`src/hdl/toy_cpu_pkg.sv`:
```
package toy_cpu_pkg;

  localparam int NUM_REGS   = 8;
  localparam int DATA_WIDTH = 8;
  localparam int REG_IDX_W  = 3;
  localparam int PC_WIDTH   = 8;
  localparam int INSTR_W    = 20;
  localparam int TICK_W     = 32;

  // Instruction word fields
  localparam int OP_LSB  = 17;
  localparam int DST_LSB = 14;
  localparam int SRC_LSB = 11;
  localparam int TGT_LSB = 8;
  localparam int IMM_W   = 8;

  typedef logic [DATA_WIDTH-1:0] data_t;
  typedef logic [REG_IDX_W-1:0]  reg_idx_t;
  typedef logic [PC_WIDTH-1:0]   pc_t;

  typedef enum logic [2:0] {
    OP_ADD  = 3'd0,
    OP_ADDI = 3'd1,
    OP_MUL  = 3'd2,
    OP_INV  = 3'd3,
    OP_BR   = 3'd4,
    OP_LW   = 3'd5,
    OP_SW   = 3'd6,
    OP_HALT = 3'd7
  } opcode_t;

  // Branch condition lives in the dst field
  localparam reg_idx_t BR_EQ = 3'd0;
  localparam reg_idx_t BR_NE = 3'd1;
  localparam reg_idx_t BR_LT = 3'd2;

endpackage

```
`src/hdl/toy_cpu_ram.sv`:
```
module toy_cpu_ram import toy_cpu_pkg::*; #(
  parameter int WIDTH = 8,
  parameter int DEPTH = 8
) (
  input  logic                     clk,
  input  logic                     we,
  input  logic [$clog2(DEPTH)-1:0] waddr,
  input  logic [WIDTH-1:0]         wdata,
  input  logic                     re,
  input  logic [$clog2(DEPTH)-1:0] raddr_a,
  input  logic [$clog2(DEPTH)-1:0] raddr_b,
  output logic [WIDTH-1:0]         rdata_a,
  output logic [WIDTH-1:0]         rdata_b
);

  logic [WIDTH-1:0] mem_r [DEPTH];
  logic [WIDTH-1:0] rdata_a_r;
  logic [WIDTH-1:0] rdata_b_r;

  always_ff @(posedge clk) begin
    if (we) begin
      mem_r[waddr] <= wdata;
    end
    if (re) begin
      rdata_a_r <= mem_r[raddr_a];
      rdata_b_r <= mem_r[raddr_b];
    end
  end

  assign rdata_a = rdata_a_r;
  assign rdata_b = rdata_b_r;

endmodule

```
`src/hdl/toy_cpu_execute_step.sv`:
```
// Channel | Direction | Handshake            | Payload
// in_     | input     | in_valid / in_ready   | started, instr_word, mem_done, mem_rdata
// out_    | output    | out_valid / out_ready | next_pc, mem_*, reg_*, halted, busy_wait,
//         |           |                       | tick_total
//
// One transaction per cycle while the output is not stalled: register operands
// are read from the register file RAM as the transaction is taken, the tick
// executes from the execute stage input register and its result lands in the
// output register. Synchronous active-low reset clears the core state and
// register valid bits. A stalled output holds the execute stage; input is still
// taken while the execute stage drains.
module toy_cpu_execute_step import toy_cpu_pkg::*; (
  input  logic                  clk,
  input  logic                  rst_n,
  input  logic                  in_valid,
  output logic                  in_ready,
  input  logic                  in_started,
  input  logic [INSTR_W-1:0]    in_instr_word,
  input  logic                  in_mem_done,
  input  logic [DATA_WIDTH-1:0] in_mem_rdata,
  output logic                  out_valid,
  input  logic                  out_ready,
  output logic [PC_WIDTH-1:0]   out_next_pc,
  output logic                  out_mem_req,
  output logic                  out_mem_write,
  output logic [DATA_WIDTH-1:0] out_mem_addr,
  output logic [DATA_WIDTH-1:0] out_mem_wdata,
  output logic                  out_reg_we,
  output logic [REG_IDX_W-1:0]  out_reg_idx,
  output logic [DATA_WIDTH-1:0] out_reg_value,
  output logic                  out_halted,
  output logic                  out_busy_wait,
  output logic [TICK_W-1:0]     out_tick_total
);

  // Execute stage input register
  logic                  s1_valid_r;
  logic                  s1_started_r;
  logic [INSTR_W-1:0]    s1_instr_r;
  logic                  s1_done_r;
  data_t                 s1_rdata_r;
  logic                  src_byp_r, tgt_byp_r, src_vld_r, tgt_vld_r;
  data_t                 byp_data_r;

  // Core state
  pc_t                   pc_r, pc_nxt;
  logic [TICK_W-1:0]     tick_r, tick_nxt;
  logic                  halt_r, halt_nxt;
  logic                  skip_r, skip_nxt;
  logic                  mwait_r, mwait_nxt;
  logic                  ldpend_r, ldpend_nxt;
  reg_idx_t              lddest_r, lddest_nxt;
  logic [NUM_REGS-1:0]   rf_vld_r;

  // Output register
  logic                  out_valid_r;
  pc_t                   next_pc_r;
  logic                  mem_req_r, mem_write_r, reg_we_r, halted_r, busy_r;
  data_t                 mem_addr_r, mem_wdata_r, reg_value_r;
  reg_idx_t              reg_idx_r;
  logic [TICK_W-1:0]     tick_total_r;

  logic                  in_take, s1_adv;
  reg_idx_t              rd_src, rd_tgt;
  data_t                 ram_src_q, ram_tgt_q;
  data_t                 src_val, tgt_val;

  logic                  wr_en;
  reg_idx_t              wr_idx;
  data_t                 wr_val;
  logic                  req_c, write_c, busy_c;
  data_t                 addr_c, wdata_c;

  opcode_t               op;
  reg_idx_t              dst;
  logic [IMM_W-1:0]      imm;
  logic [2*4-1:0]        prod;
  logic                  take;

  assign s1_adv   = s1_valid_r && (!out_valid_r || out_ready);
  assign in_ready = !s1_valid_r || s1_adv;
  assign in_take  = in_valid && in_ready;

  assign rd_src = in_instr_word[SRC_LSB +: REG_IDX_W];
  assign rd_tgt = in_instr_word[TGT_LSB +: REG_IDX_W];

  toy_cpu_ram #(
    .WIDTH (DATA_WIDTH),
    .DEPTH (NUM_REGS)
  ) u_rf (
    .clk     (clk),
    .we      (s1_adv && wr_en),
    .waddr   (wr_idx),
    .wdata   (wr_val),
    .re      (in_take),
    .raddr_a (rd_src),
    .raddr_b (rd_tgt),
    .rdata_a (ram_src_q),
    .rdata_b (ram_tgt_q)
  );

  // Forward a write that lands on the same edge as the read; unwritten reads zero
  assign src_val = src_byp_r ? byp_data_r : (src_vld_r ? ram_src_q : '0);
  assign tgt_val = tgt_byp_r ? byp_data_r : (tgt_vld_r ? ram_tgt_q : '0);

  assign op   = opcode_t'(s1_instr_r[OP_LSB +: 3]);
  assign dst  = s1_instr_r[DST_LSB +: REG_IDX_W];
  assign imm  = s1_instr_r[IMM_W-1:0];
  assign prod = src_val[3:0] * src_val[7:4];

  always_comb begin
    pc_nxt     = pc_r;
    tick_nxt   = tick_r;
    halt_nxt   = halt_r;
    skip_nxt   = skip_r;
    mwait_nxt  = mwait_r;
    ldpend_nxt = ldpend_r;
    lddest_nxt = lddest_r;
    wr_en      = 1'b0;
    wr_idx     = '0;
    wr_val     = '0;
    req_c      = 1'b0;
    write_c    = 1'b0;
    addr_c     = '0;
    wdata_c    = '0;
    busy_c     = 1'b0;
    take       = 1'b0;
    if (s1_started_r && !halt_r) begin
      tick_nxt = tick_r + 1'b1;
      if (skip_r) begin
        skip_nxt = 1'b0;
        busy_c   = 1'b1;
      end else if (mwait_r) begin
        busy_c = 1'b1;
        if (s1_done_r) begin
          if (ldpend_r) begin
            wr_en  = 1'b1;
            wr_idx = lddest_r;
            wr_val = s1_rdata_r;
          end
          mwait_nxt  = 1'b0;
          ldpend_nxt = 1'b0;
        end
      end else begin
        pc_nxt = pc_r + 1'b1;
        case (op)
          OP_ADD: begin
            wr_en  = 1'b1;
            wr_idx = dst;
            wr_val = src_val + tgt_val;
          end
          OP_ADDI: begin
            wr_en  = 1'b1;
            wr_idx = dst;
            wr_val = src_val + imm;
          end
          OP_MUL: begin
            wr_en    = 1'b1;
            wr_idx   = dst;
            wr_val   = prod;
            skip_nxt = 1'b1;
          end
          OP_INV: begin
            wr_en  = 1'b1;
            wr_idx = dst;
            wr_val = ~src_val;
          end
          OP_BR: begin
            case (dst)
              BR_EQ:   take = (src_val == tgt_val);
              BR_NE:   take = (src_val != tgt_val);
              BR_LT:   take = ($signed(src_val) < $signed(tgt_val));
              default: take = 1'b0;
            endcase
            if (take) begin
              pc_nxt   = imm;
              skip_nxt = 1'b1;
            end
          end
          OP_LW: begin
            req_c      = 1'b1;
            addr_c     = tgt_val;
            mwait_nxt  = 1'b1;
            ldpend_nxt = 1'b1;
            lddest_nxt = dst;
          end
          OP_SW: begin
            req_c      = 1'b1;
            write_c    = 1'b1;
            addr_c     = tgt_val;
            wdata_c    = src_val;
            mwait_nxt  = 1'b1;
            ldpend_nxt = 1'b0;
          end
          default: begin
            halt_nxt = 1'b1;
          end
        endcase
      end
    end
  end

  // Control state
  always_ff @(posedge clk) begin
    if (!rst_n) begin
      s1_valid_r  <= 1'b0;
      out_valid_r <= 1'b0;
      pc_r        <= '0;
      tick_r      <= '0;
      halt_r      <= 1'b0;
      skip_r      <= 1'b0;
      mwait_r     <= 1'b0;
      ldpend_r    <= 1'b0;
      lddest_r    <= '0;
      rf_vld_r    <= '0;
    end else begin
      if (in_take) begin
        s1_valid_r <= 1'b1;
      end else if (s1_adv) begin
        s1_valid_r <= 1'b0;
      end
      if (s1_adv) begin
        out_valid_r <= 1'b1;
      end else if (out_ready) begin
        out_valid_r <= 1'b0;
      end
      if (s1_adv) begin
        pc_r     <= pc_nxt;
        tick_r   <= tick_nxt;
        halt_r   <= halt_nxt;
        skip_r   <= skip_nxt;
        mwait_r  <= mwait_nxt;
        ldpend_r <= ldpend_nxt;
        lddest_r <= lddest_nxt;
        if (wr_en) begin
          rf_vld_r[wr_idx] <= 1'b1;
        end
      end
    end
  end

  // Payload
  always_ff @(posedge clk) begin
    if (in_take) begin
      s1_started_r <= in_started;
      s1_instr_r   <= in_instr_word;
      s1_done_r    <= in_mem_done;
      s1_rdata_r   <= in_mem_rdata;
      src_byp_r    <= s1_adv && wr_en && (wr_idx == rd_src);
      tgt_byp_r    <= s1_adv && wr_en && (wr_idx == rd_tgt);
      src_vld_r    <= rf_vld_r[rd_src];
      tgt_vld_r    <= rf_vld_r[rd_tgt];
      byp_data_r   <= wr_val;
    end
    if (s1_adv) begin
      next_pc_r    <= pc_nxt;
      mem_req_r    <= req_c;
      mem_write_r  <= write_c;
      mem_addr_r   <= addr_c;
      mem_wdata_r  <= wdata_c;
      reg_we_r     <= wr_en;
      reg_idx_r    <= wr_idx;
      reg_value_r  <= wr_val;
      halted_r     <= halt_nxt;
      busy_r       <= busy_c;
      tick_total_r <= tick_nxt;
    end
  end

  assign out_valid      = out_valid_r;
  assign out_next_pc    = next_pc_r;
  assign out_mem_req    = mem_req_r;
  assign out_mem_write  = mem_write_r;
  assign out_mem_addr   = mem_addr_r;
  assign out_mem_wdata  = mem_wdata_r;
  assign out_reg_we     = reg_we_r;
  assign out_reg_idx    = reg_idx_r;
  assign out_reg_value  = reg_value_r;
  assign out_halted     = halted_r;
  assign out_busy_wait  = busy_r;
  assign out_tick_total = tick_total_r;

endmodule

```
`config.mk`:
```
export PLATFORM = sky130hd
export DESIGN_NAME = toy_cpu_execute_step
export DESIGN_NICKNAME = d
export VERILOG_FILES = /design/src/hdl/toy_cpu_pkg.sv /design/src/hdl/toy_cpu_ram.sv /design/src/hdl/toy_cpu_execute_step.sv
export SDC_FILE = /design/constraint.sdc
export NUM_CORES = 1
export LEC_CHECK = 0
export BUFFER_PORTS_ARGS = -buffer_cell sky130_fd_sc_hd__buf_2
export CORE_AREA = 5 5 160 224
export CTS_CLUSTER_DIAMETER = 50
export DETAILED_ROUTE_END_ITERATION = 7
export DIE_AREA = 0 0 165 229
export GPL_TIMING_DRIVEN = 0
export PLACE_DENSITY_LB_ADDON = 0.15
export SETUP_SLACK_MARGIN = 0.02
export SLEW_MARGIN = 10
export SYNTH_ARGS = -nofsm -noshare
export SYNTH_HDL_FRONTEND = slang
export SYNTH_SLANG_ARGS = --single-unit
```
`constraint.sdc`:
```
create_clock -name clk -period 7.5 [get_ports clk]
set_input_delay 1.125 -clock clk [delete_from_list [all_inputs] [get_ports clk]]
set_output_delay 1.125 -clock clk [all_outputs]
set_load 0.1 [all_outputs]
```
# Yosys cells after proc, flatten, opt, wreduce, memory -nomap -nowiden
# Memory sizes are Yosys's and may differ from the RTL's. A register that Yosys moved wholly into a read port is not among the register bits.
# Cells that the tools add are included.
# totals
register_bits	171
mem_bits_rw	64
inputBits	34
output_inout_bits	74
wordCells	151
mem_count	1
# op_classes
addsub	4
n_mul	1
magnitude_cmp	5
n_eq_ne	13
muxes	62
bitwise_logic	7
reduce_logical	28
# memory_table
name	depth	word_bits	read_ports	rd_clocked_by_memory_dff	wr	line	text
u_rf.mem_r	8	8	2	2	1	toy_cpu_ram.sv:16	logic [WIDTH-1:0] mem_r [DEPTH];
# ops
cell	count
8-bit two-way mux	14
1-bit two-way mux	34
32-bit by 1-bit adder with 32-bit output, second input constant	1
32-bit two-way mux	1
8-bit one-hot mux with 4 select lines	1
3-bit two-way mux	6
8-bit adder	2
3-bit by 4-bit < comparator with 1-bit output, second input constant	3
4-bit OR reduction	3
5-bit AND reduction	2
3-bit by 2-bit == test with 1-bit output, second input constant	3
3-bit == test, second input constant	3
8-bit by 1-bit adder with 8-bit output, second input constant	1
8-bit == test	1
8-bit < comparator	1
4-bit by 4-bit multiplier with 8-bit output	1
8-bit != test	1
8-bit NOT	1
8-bit bitwise OR	1
1-bit logical AND	7
7-bit OR reduction	1
1-bit binary-select mux with 3-bit select	2
3-bit by 1-bit == test with 1-bit output, second input constant	2
3-bit == test	2
15 further kinds	26

# Depth between registers and ports, before layout
# logic_depth
word_depth	13
ltp_mapped	16
ltp_nobuf	15

# By module
# Synthesis repeated with hierarchy kept, for this count alone.
# hier_totals
cells_unflattened	975
area_unflattened_um2	12234.2
# modules_own_cells
mod	instances	cells_each	area_each_um2	seq_area_each_um2
toy_cpu_execute_step	1	824	8675.8	4384.2
toy_cpu_ram	1	151	3558.4	2402.3

# Worst setup path before layout
# OpenSTA, ideal clock, no wires.
# synth_timing
kind	input to register
from	input port out_ready
to	register src_byp_r, data pin
arrival_ns	4.177
path_slack_ns	3.144
path_stages	6
path_cell_list	nor2b_1 -> nand2b_1 -> clkinv_1 -> clkbuf_1 -> nand2_1 -> nor4_1
# synth_via
elab_chain_cells	4
# synth_rtl
item	line	text
start: declaration	toy_cpu_execute_step.sv:22	input logic out_ready,
1-bit logical OR	toy_cpu_execute_step.sv:80	assign s1_adv = s1_valid_r && (!out_valid_r || out_ready);
1-bit logical AND	toy_cpu_execute_step.sv:80	
net s1_adv	toy_cpu_execute_step.sv:63	logic in_take, s1_adv;
1-bit logical AND (2 in a row)	toy_cpu_execute_step.sv:249	src_byp_r <= s1_adv && wr_en && (wr_idx == rd_src);
end signal: assignment	toy_cpu_execute_step.sv:249	
end: declaration	toy_cpu_execute_step.sv:42	logic src_byp_r, tgt_byp_r, src_vld_r, tgt_vld_r;
# The timed path passes the listed nets, and every way through them passes these cells.
# A chain may end at the register's enable or synchronous reset.

# Final worst setup path
# layout_timing
from	register src_vld_r
to	memory u_rf.mem_r[2][7], data pin
# layout_via
elab_chain_cells	7
word_cells_on_any_way	10
# layout_rtl
item	line	text
start: declaration	toy_cpu_execute_step.sv:42	
start signal: assignment	toy_cpu_execute_step.sv:251	src_vld_r <= rf_vld_r[rd_src];
8-bit two-way mux * (2 in a row)	toy_cpu_execute_step.sv:103	assign src_val = src_byp_r ? byp_data_r : (src_vld_r ? ram_src_q : '0);
net src_val[2]	toy_cpu_execute_step.sv:66	data_t src_val, tgt_val;
4-bit by 4-bit multiplier with 8-bit output (tied with other cells)	toy_cpu_execute_step.sv:109	assign prod = src_val[3:0] * src_val[7:4];
8-bit one-hot mux with 4 select lines *	toy_cpu_execute_step.sv:146	case (op)
8-bit two-way mux *	toy_cpu_execute_step.sv:133	end else if (mwait_r) begin
8-bit two-way mux *	toy_cpu_execute_step.sv:130	if (skip_r) begin
8-bit two-way mux *	toy_cpu_execute_step.sv:128	if (s1_started_r && !halt_r) begin
net u_rf.wdata[7]	toy_cpu_ram.sv:8	input logic [WIDTH-1:0] wdata,
end: declaration	toy_cpu_ram.sv:16	
# Mark *: on every way through the listed nets, which the timed path passes. The rest lies on a longest branch.

==> run summary <==
The kind of cell with the highest combined delay along the critical path is compound AO/OA/AOI/OAI gates. The most numerous cell type found on the critical path is sky130_fd_sc_hd__a21oi_1. Summed over its instances, the top area cell type makes up 48.7% of the synthesized netlist area. At the end of routability-driven placement, the weighted congestion stood at slightly above 0.8.

The count of flip-flops with a built-in enable after synthesis came out at 188. The largest individual stage delay along the critical path comes from the cell sky130_fd_sc_hd__a21oi_1. The number of placement rows came out at 80. The number of nets in the finished design came out at 1126. A synthesized cell averages approximately 13 sq um. The launching point of the worst reg2reg path is src_vld_r$_DFFE_PP_. The run finished with clean final reports. The peak clock frequency supported by timing is roughly 0.21 GHz. The number of distinct standard cells referenced by the synthesized netlist came out at 70. The required time at the endpoint of the critical path came out at around 7700 ps. 0 antenna diodes ended up in the layout. The clock tree from TritonCTS is built.

The minimum setup slack among reg-to-reg paths is ~2700 ps. The number of global-route vias before repair came out at between 7000 and 8000. The time the final worst path needs with I/O delays and setup came out at 4830 ps.

The clock reaches the later pin of the worst-skew pair after approximately 560 ps. At the placement stage, the worst setup path has a slack of about 2600 ps. In this run the number of H-tree levels came out at 1. The number of inserted filler cells in the final layout came out at ~3300.

The buffer type at the clock tree root is sky130_fd_sc_hd__clkbuf_16. Among all flip-flop cells after synthesis, the most frequent one is sky130_fd_sc_hd__edfxtp_1. The share of synthesized registers carrying an async set or reset came out at 0%. The number of maximum-capacitance constraint violations is 0. The sort of element at the start of the critical path is a register. The total overflow reported by the global router is 0. In this run the most critical hold path is launched from rf_vld_r[1]$_SDFFE_PN0P_. The total number of clock tree sinks is about 250. The number of buffer and inverter instances along the worst setup path is 3.

The multi-input gate area in the final layout is about 0.0045 sq mm. The initial DRC count came out at between 300 and 400. The worst setup path is captured at a register. The largest fanout of any net on the critical path came out at 10. The total of warnings raised by yosys came out at 0. The first detailed-routing pass ran for 5 iterations. The final hold slack came out at a little under 500 ps. The kind of critical path is register to register. The count of nets left with antenna violations after detail routing is 0.

Dividing the detail-routed wire length by the instance count gives roughly 19 microns. By area the synthesized netlist is led by sky130_fd_sc_hd__edfxtp_1 49%, sky130_fd_sc_hd__dfxtp_1 9.8%, sky130_fd_sc_hd__mux4_2 7.0%. The data arrival time of the worst path is around 5000 ps.

The headroom to the max-slew limit came out at approximately 16%. The end point of the most critical hold path is rf_vld_r[1]$_SDFFE_PN0P_. The maximum buffer depth of the clock tree is 3. The total global-route track usage came out at 15.2%. Dividing the detail-routed via count by the number of cells gives between 4 and 5. The cell taking the most area after synthesis is sky130_fd_sc_hd__edfxtp_1. The post-route worst setup slack came out at ~2700 ps.

The clock-pin slew on the worst setup and hold paths is around 60 ps. The width of the die is approximately 170 microns. The final count of pins violating max slew came out at 0. The die height is approximately 230 microns. The share of post-route cells with drive strength above 1 came out at between 20 and 25%. The global-route wire length before repair came out at ~45 mm. The total power divided by cell area is roughly 240 mW/mm^2. Of the synthesized area, sequential elements account for between 50% and 60%. Setup repair after global routing left no endpoint under its margin. The layout overhead on the synthesized area came out at 18.2%. The setup total negative slack came out at 0 ps. The classification of the worst-slack hold path is register to register. The number of ports placed on the die boundary is around 110.

The initial antenna violation count came out at 0. Across all layers, the routed design uses 7593 vias. The final wirelength is 28.6 mm. The quantity of hold-fixing buffers added after cts came out at 0. The final-report hold violation count came out at 0.

The most common cell in the synthesized netlist is sky130_fd_sc_hd__edfxtp_1. The gate count of the mapped netlist is between 900 and 1000. The worst-case vdd ir drop is 0.000152 V. The mapped netlist covers around 0.012 sq mm. Counting instances in the post-synthesis netlist gives the leading cell types as 188 x sky130_fd_sc_hd__edfxtp_1, 118 x sky130_fd_sc_hd__nor2_1, 78 x sky130_fd_sc_hd__nand2_1. The worst hold path stage count came out at 2. The actual transition at the worst max-transition pin is between 1000 and 1500 ps. The floorplan die area came out at about 0.038 sq mm. The endpoint identified for the worst register-to-register timing path is u_rf.mem_r[2][7]$_DFFE_PP_. After clock tree synthesis, the setup repair step added 0 buffers. In the routed design, unresolved DRC markers number 0. The total CTS buffers is 29.

When the netlist entered floorplanning its net count stood at 991. Entering global routing, the biggest net connects between 50 and 60 pins. The placeable core region is 0.0336 sq mm. The flip-flop and latch count after synthesis came out at around 250. During placement, the flow inserted port buffers numbering 100. Summing all flip-flop and latch instances after layout gives between 0.006 and 0.007 sq mm. Dividing the final minimum period by the clock period gives 64.5%.

The number of gates resized after cts came out at 0. Walking the worst path, the cells encountered are nor2b_1 -> buf_6 -> a22oi_1 -> inv_1 -> o21ai_0 -> fa_1 -> inv_1 -> fa_1 -> ha_1 -> a21o_1 -> a21oi_1 -> o21bai_1 -> a21oi_1 -> xnor2_1 -> a221oi_1 -> a21oi_1. The reported leakage power came out at ~5.1 nW. The count of final setup violators came out at 0. The worst reg-to-reg path cell count came out at 16. The half-perimeter wire length after placement came out at 21.0 mm.

The largest incremental delay on the critical path came out at roughly 740 ps. The final clock skew is about 24 ps. The effective utilization at floorplan is roughly 34%.
cells by family (layout without fill, tap and decap cells):
group,after synthesis,count (layout),share of synthesized area [%]
simple gates,319,319,13.3
flops,245,245,58.5
compound gates,126,126,6.96
xor+xnor,73,73,5.51
buf+inv,71,229,2.69
mux,61,61,9.35
fa+ha+maj,31,31,3.67
area by class of cell:
cell class                 instances  area share (%)
timing repair buffer             104            4.10
clock buffer                      36            5.77
sequential                       245            49.5
tap                              451            4.11
inverter                          28           0.766
buffer                            43            1.53
multi-input combinational        610            32.9
clock inverter                    18            1.30
through the flow:
| stage | std cells | utilization (%) | total power, mW | area (sq um) |
|---|---|---|---|---|
| 6_report | 1535 | 40.8 | 3.29 | 13700 |
| 3_5_place_dp | 1481 | 37.9 | 1.92 | 12700 |
| 2_1_floorplan | 926 | - | 1.83 | 11600 |
| 4_1_cts | 1535 | 40.8 | 3.34 | 13700 |
| 3_3_place_gp | 1477 | 37.7 | 1.92 | 12700 |
| 5_1_grt | 1535 | 40.8 | 3.42 | 13700 |
placed cells by master (no fill, tap or decap), types with 24 or more instances in the layout:
master                        n
sky130_fd_sc_hd__clkbuf_16   29
sky130_fd_sc_hd__dfxtp_1     57
sky130_fd_sc_hd__a21oi_1     44
sky130_fd_sc_hd__o21ai_0     26
sky130_fd_sc_hd__buf_2      105
sky130_fd_sc_hd__ha_1        26
sky130_fd_sc_hd__nand3_1     24
sky130_fd_sc_hd__clkbuf_1    34
sky130_fd_sc_hd__edfxtp_1   188
sky130_fd_sc_hd__mux4_2      36
sky130_fd_sc_hd__nand2_1     78
sky130_fd_sc_hd__inv_1       25
sky130_fd_sc_hd__nor2_1     118
sky130_fd_sc_hd__xor2_1      38
sky130_fd_sc_hd__xnor2_1     35
per-layer routing:
layer  routed length (microns)  global-route usage (%)
met5                         0                       0
met2                     15200                    27.7
met3                      1100                    2.14
met1                     11600                    18.4
met4                       684                    4.42
how the worst max path moves through the flow:
stage	startpoint	to	slack (ps)	cells after the start
global route	src_vld_r$_DFFE_PP_	u_rf.mem_r[2][7]$_DFFE_PP_	2280	16
CTS	src_vld_r$_DFFE_PP_	u_rf.mem_r[2][7]$_DFFE_PP_	2590	16
finish	src_vld_r$_DFFE_PP_	u_rf.mem_r[2][7]$_DFFE_PP_	2670	16
detailed placement	src_vld_r$_DFFE_PP_	u_rf.mem_r[3][7]$_DFFE_PP_	2610	16
floorplan	out_ready	src_byp_r$_DFFE_PP_	3140	6
global placement	out_ready	tgt_byp_r$_DFFE_PP_	1390	7
power breakdown:
| group | internal, mW | leakage (nW) | switching, mW | total [mW] |
|---|---|---|---|---|
| combinational | 0.0916 | 2.39 | 0.277 | 0.369 |
| clock | 0.828 | 0.480 | 0.574 | 1.40 |
| sequential | 1.50 | 2.24 | 0.0186 | 1.52 |
flip-flops by register name (all words and copies together) (netlist names), 3 cells and up:
signal / count
s1_rdata_r: 8
u_rf.mem_r: 64
out_mem_addr: 8
u_rf.rdata_b: 8
pc_r: 8
out_reg_value: 8
lddest_r: 3
out_next_pc: 8
u_rf.rdata_a: 8
out_reg_idx: 3
rf_vld_r: 8
out_tick_total: 32
out_mem_wdata: 8
byp_data_r: 8
s1_instr_r: 14
tick_r: 32
worst reg2reg max path, stage by stage, from the launching register on:
cell and delay (ps):
sky130_fd_sc_hd__edfxtp_1 400, sky130_fd_sc_hd__nor2b_1 160, sky130_fd_sc_hd__buf_6 140, sky130_fd_sc_hd__a22oi_1 530
sky130_fd_sc_hd__inv_1 210, sky130_fd_sc_hd__o21ai_0 160, sky130_fd_sc_hd__fa_1 480, sky130_fd_sc_hd__inv_1 100
sky130_fd_sc_hd__fa_1 410, sky130_fd_sc_hd__ha_1 300, sky130_fd_sc_hd__a21o_1 170, sky130_fd_sc_hd__a21oi_1 220
sky130_fd_sc_hd__o21bai_1 90, sky130_fd_sc_hd__a21oi_1 180, sky130_fd_sc_hd__xnor2_1 140, sky130_fd_sc_hd__a221oi_1 100
sky130_fd_sc_hd__a21oi_1 740
Note: power is estimated with default switching activity, not from simulation.
